==> config.mk <==
export PLATFORM = sky130hd
export DESIGN_NAME = dnlc_name_buf
export DESIGN_NICKNAME = d
export VERILOG_FILES = /design/src/hw/rtl/directory_name_lru_cache_defines.svh /design/src/hw/rtl/dnlc_pkg.sv /design/src/hw/rtl/dnlc_name_buf.sv
export SDC_FILE = /design/constraint.sdc
export NUM_CORES = 2
export LEC_CHECK = 0
export BUFFER_PORTS_ARGS = -buffer_cell sky130_fd_sc_hd__buf_2
export CAP_MARGIN = 20
export CELL_PAD_IN_SITES_DETAIL_PLACEMENT = 0
export CELL_PAD_IN_SITES_GLOBAL_PLACEMENT = 1
export CORE_ASPECT_RATIO = 2
export CORE_MARGIN = 2
export CORE_UTILIZATION = 50
export DETAILED_ROUTE_END_ITERATION = 12
export PLACE_DENSITY_LB_ADDON = 0.05
export SLEW_MARGIN = 30
export SYNTH_ARGS = -nofsm -noshare
export SYNTH_HDL_FRONTEND = slang
export SYNTH_SLANG_ARGS = --single-unit
==> constraint.sdc <==
create_clock -name clk -period 5.25 [get_ports clk]
set_clock_uncertainty 0.15 [all_clocks]
set_input_delay 0.7875 -clock clk [delete_from_list [all_inputs] [get_ports clk]]
set_output_delay 0.7875 -clock clk [all_outputs]
set_load 0.01 [all_outputs]
==> src/hw/rtl/directory_name_lru_cache_defines.svh <==
// assertion macros for the directory name cache
// used by the top level only; needs clk and rst in scope
`ifndef DIRECTORY_NAME_LRU_CACHE_DEFINES_SVH
`define DIRECTORY_NAME_LRU_CACHE_DEFINES_SVH
`ifndef NO_ASSERTIONS
`define DNLC_ASSERT(lbl, ante, cons) \
  lbl: assert property (@(posedge clk) disable iff (rst) (ante) |-> (cons)) \
    else $error("dnlc assertion failed");
`define DNLC_ASSERT_NXT(lbl, ante, cons) \
  lbl: assert property (@(posedge clk) disable iff (rst) (ante) |=> (cons)) \
    else $error("dnlc assertion failed");
`else
`define DNLC_ASSERT(lbl, ante, cons)
`define DNLC_ASSERT_NXT(lbl, ante, cons)
`endif
`endif

==> src/hw/rtl/dnlc_pkg.sv <==
// shared types and constants for the directory name cache
// no dependencies
package dnlc_pkg;
  localparam int CAPACITY    = 256;
  localparam int IDX_W       = 8;
  localparam int MAX_NAME    = 255;
  localparam int CHUNK_BYTES = 8;
  localparam int NAME_WORDS  = 32;
  localparam int WORD_W      = 5;

  localparam logic [1:0] REQ_LOOKUP = 2'd0;
  localparam logic [1:0] REQ_ENTER  = 2'd1;
  localparam logic [1:0] REQ_PVNODE = 2'd2;
  localparam logic [1:0] REQ_PMOUNT = 2'd3;

  localparam logic [1:0] ST_FOUND  = 2'd0;
  localparam logic [1:0] ST_NEG    = 2'd1;
  localparam logic [1:0] ST_ABSENT = 2'd2;
  localparam logic [1:0] ST_DONE   = 2'd3;

  typedef struct packed {
    logic [31:0] dir;
    logic [31:0] tgt;
    logic [15:0] mount;
    logic [7:0]  len;
    logic [7:0]  rank;
  } meta_t;
endpackage

==> src/hw/rtl/dnlc_name_buf.sv <==
// collects the incoming name, one chunk per beat, into 32 words
// depends on dnlc_pkg
module dnlc_name_buf import dnlc_pkg::*; (
  input  logic              clk,
  input  logic              rst,
  input  logic              wr_en,
  input  logic [63:0]       chunk,
  input  logic [3:0]        clen,
  input  logic              clr,
  input  logic [WORD_W-1:0] rd_addr,
  output logic [63:0]       rd_word,
  output logic [7:0]        name_len,
  output logic              too_long
);
  logic [63:0]           words [NAME_WORDS];
  logic [NAME_WORDS-1:0] word_ok;
  logic [7:0]            len;
  logic                  tl;
  logic [3:0]            clen_sat;
  logic [7:0]            room;
  logic                  over;
  logic [3:0]            n;
  logic [63:0]           masked;
  logic [127:0]          shifted;
  logic [WORD_W-1:0]     lo;
  logic [WORD_W-1:0]     hi;
  logic [2:0]            off;

  always_comb begin
    clen_sat = (clen > 4'(CHUNK_BYTES)) ? 4'(CHUNK_BYTES) : clen;
    room     = 8'(MAX_NAME) - len;
    over     = {4'b0, clen_sat} > room;
    n        = over ? room[3:0] : clen_sat;
    for (int b = 0; b < 8; b++) begin
      masked[b*8 +: 8] = (4'(b) < n) ? chunk[b*8 +: 8] : 8'd0;
    end
    off     = len[2:0];
    shifted = {64'd0, masked} << {off, 3'b000};
    lo      = len[7:3];
    hi      = lo + 5'd1;
  end

  always_ff @(posedge clk) begin
    if (rst || clr) begin
      word_ok <= '0;
      len     <= '0;
      tl      <= 1'b0;
    end else if (wr_en) begin
      word_ok[lo] <= 1'b1;
      if (lo != 5'(NAME_WORDS-1)) begin
        word_ok[hi] <= 1'b1;
      end
      len <= len + {4'b0, n};
      if (over) begin
        tl <= 1'b1;
      end
    end
  end

  // bytes below the offset already hold the name; the word above holds none yet
  always_ff @(posedge clk) begin
    if (wr_en) begin
      for (int k = 0; k < 8; k++) begin
        if (3'(k) >= off) begin
          words[lo][k*8 +: 8] <= shifted[k*8 +: 8];
        end
      end
      if (lo != 5'(NAME_WORDS-1)) begin
        words[hi] <= shifted[127:64];
      end
    end
  end

  assign rd_word  = word_ok[rd_addr] ? words[rd_addr] : 64'd0;
  assign name_len = len;
  assign too_long = tl;
endmodule

==> results.yml <==
grt:
  gr-total-overflow: 0
  grt_pass1_wl_mm: 624
  grt_max_degree: 102
  grt_pass1_vias: 78626
  antenna_found_initial: 20
  grt_usage_pct: 40.4
worst_setup_path:
  worst-path-max-fanout: 32
  cp.buffers_inverters: 2
  required_ns: 5.74
  cp.arrival_ns: 5.28
  r2r_setup_slack_ns: 0.45
  cp_cell_sequence: "and4_1 > a21oi_2 > a21o_1 > buf_4 > nor3_1 > a22o_2 > mux2i_4 > buf_12 > o21ai_0"
  r2r-end: "words[23][17]"
  worst-r2r-cell-count: 9
  endpoint_kind: "register"
  criticalPathCategory: "reg -> reg"
  cp_slowest_cell: "dfxtp_1"
  critical-path-top-delay-family: "compound AO/OA/AOI/OAI gates"
  worstSetupStartpointType: "register"
  r2r_start: "name_len[6]"
  slowest_delay_ns: 0.86
  cp_num_cells: 9
  critPathLaunch: "name_len[6]"
  endpoint: "words[23][17]"
synthesis:
  synth_cell_type_count: 81
  ys_seq_area_share_pct: 57.4
  syn_nets: 8589
  ys.flop_type: "edfxtp_1"
  synth_area_um2: 109000
  async_reset_ff_share_pct: 0
  ys.warnings.count: 0
  synth_cells: 8501
  avgSynthCellArea_um2: 12.8
  synth-seq-cells: 2089
  synth-edff-count: 2048
cts:
  h-tree-depth: 4
  clk_pin_slew_worst_paths_ns: 0.07
  cts-hold-fix-buffers: 0
  numClockSinks: 2089
  numCtsBuffers: 194
  clkLatencyLatePin_ns: 0.82
  post_cts_buffers: 0
  cts_root_buf: "clkbuf_16"
  cts_resized: 0
  clk_path_buf_depth: 4
  cts_tree: "built"
power_and_ir_drop:
  seq_power_share_pct: 49.7
  power.switching_uw: 9530
  combPwrFrac_pct: 12.3
  intPower_uw: 28100
  p_per_area_nw_per_um2: 311
  ir_drop_mv: 0.407
  clock_power_share_pct: 38.0
  static-leakage-power_uw: 0.0426
  total_power_uw: 37700
  p_sw_share_pct: 25.3
drt:
  drc: 2
  drt_wl_total_mm: 454
  drtPass1Iterations: 13
  avgViaCountPerCell: 7.30
  drtAntennaViolNets: 0
  vias: 82459
  avgRoutedWirePerCell_um: 40.2
  drtIter0Drc: 14654
timing:
  rsz0062_at_grt: "false"
  max_freq_ghz: 0.208
  worst_slack_ns: 0.452
  finalSetupViolCount: 0
  period_share_pct: 91.4
  drv_slew: 0
  finalCriticalPeriod_ns: 4.80
  worst-slew-pin-transition_ns: 1.14
  timing.setup.tns_ns: 0
  finalHoldViolations: 0
  slew_headroom_pct: 23.3
finish:
  drive_above_1_share_pct: 22.3
  final_cell_area_um2: 121000
  post-route-util_pct: 56.0
  fill_cells: 17572
  layout_commonest_cell: "edfxtp_1"
  layout_common_cells: "2,048 x edfxtp_1, 852 x a21oi_1, 816 x nor2_1"
  fin_nets: 8409
  seq_area_um2: 62300
  area_delta_synth_final_pct: 11.5
  multi_input_area_um2: 42800
die:
  io-pin-count: 150
  dieArea_um2: 221000
  start_util_pct: 50.2
  die_x_um: 334
  core_um2: 216000
  fp.dieH_um: 663
  row_count: 242
status:
  violations: "DRC"
  status: "finished, violations left"
min_path:
  hold_class: "in -> reg"
placed_design:
  placed_cell_area_um2: 115000
  place_ws_ns: 0.203
  dp.final_hpwl_mm: 299
  io_buffers: 149
  place_congestion: 0.985
job:
  maxCapViolCount: 0
[worst min-delay path by stage]
stage | end | slack, ns | cells past startpoint | startpoint
6_report | word_ok[25] | 0.24 | 3 | rst
5_1_grt | word_ok[26] | 0.27 | 3 | rst
4_1_cts | word_ok[26] | 0.21 | 3 | rst
3_5_place_dp | word_ok[26] | 0.30 | 1 | word_ok[26]
3_3_place_gp | word_ok[9] | 0.29 | 1 | word_ok[9]
2_1_floorplan | word_ok[14] | 0.28 | 2 | word_ok[14]
[layout make-up]
| type | count | share of cell area (%) |
|---|---|---|
| Sequential cell | 2089 | 51.5 |
| Multi-Input combinational cell | 5290 | 35.3 |
| Timing Repair Buffer | 687 | 5.03 |
| Clock buffer | 241 | 4.33 |
| Tap cell | 2806 | 2.90 |
| Clock inverter | 100 | 0.713 |
| Inverter | 59 | 0.184 |
| Antenna cell | 18 | 0.0372 |
[tightest hold or removal path: stages]
cell and delay (ns):
buf_2 0.09, nor2_1 0.18, o21a_1 0.17
[cell families after synthesis]
family | Yosys count | share of synthesized area, %
AO/OA/AOI/OAI | 2782 | 15.7
flip-flops | 2089 | 57.4
AND/OR/NAND/NOR | 1500 | 5.63
buffers and inverters | 1122 | 4.51
multiplexers | 991 | 16.6
adder cells (fa/ha/maj) | 11 | 0.134
XOR/XNOR | 6 | 0.0484
[stage by stage]
step           hold slack [ns]  std cells
2_1_floorplan            0.285       8501
6_report                 0.241      11290
3_5_place_dp             0.303      10927
4_1_cts                  0.212      11268
3_3_place_gp             0.292      10911
5_1_grt                  0.270      11275
[registers in the layout, summed over array words and instances (netlist names)]
register and flops:
name_len 8, too_long 1, words 2048, word_ok 32
[cells in the mapped netlist, types with 41 or more instances]
library cell / n / area (µm²)
mux4_2: 650 / 14600
inv_1: 57 / 214
nor2_1: 845 / 3170
nand2_1: 494 / 1850
buf_2: 303 / 1520
o22ai_1: 256 / 1600
mux2i_1: 328 / 3280
o21ai_0: 686 / 3430
a222oi_1: 200 / 2000
a21oi_1: 891 / 4460
a22oi_1: 256 / 1920
dfxtp_1: 41 / 821
clkbuf_1: 657 / 2470
o21ai_1: 226 / 1130
edfxtp_1: 2048 / 61500
[metal layers]
metal	GRT usage (%)	part of all wire, %	up-vias
met5	0.329	0.050	-
met4	27.7	8.1	14
met3	9.60	12	1229
met2	61.4	45	6366
met1	51.4	35	41653
li1	-	-	33197
[power by group through the flow]
stage                     registers, µW  logic [µW]  clock network, µW
after global placement            19100        4320                  0
after global routing              18700        4890              14900
final                             18700        4650              14300
after CTS                         18700        4510              14400
after detailed placement          19100        4500                  0
after floorplan                   19100        2880                  0
(Power assumes the default switching activity.)
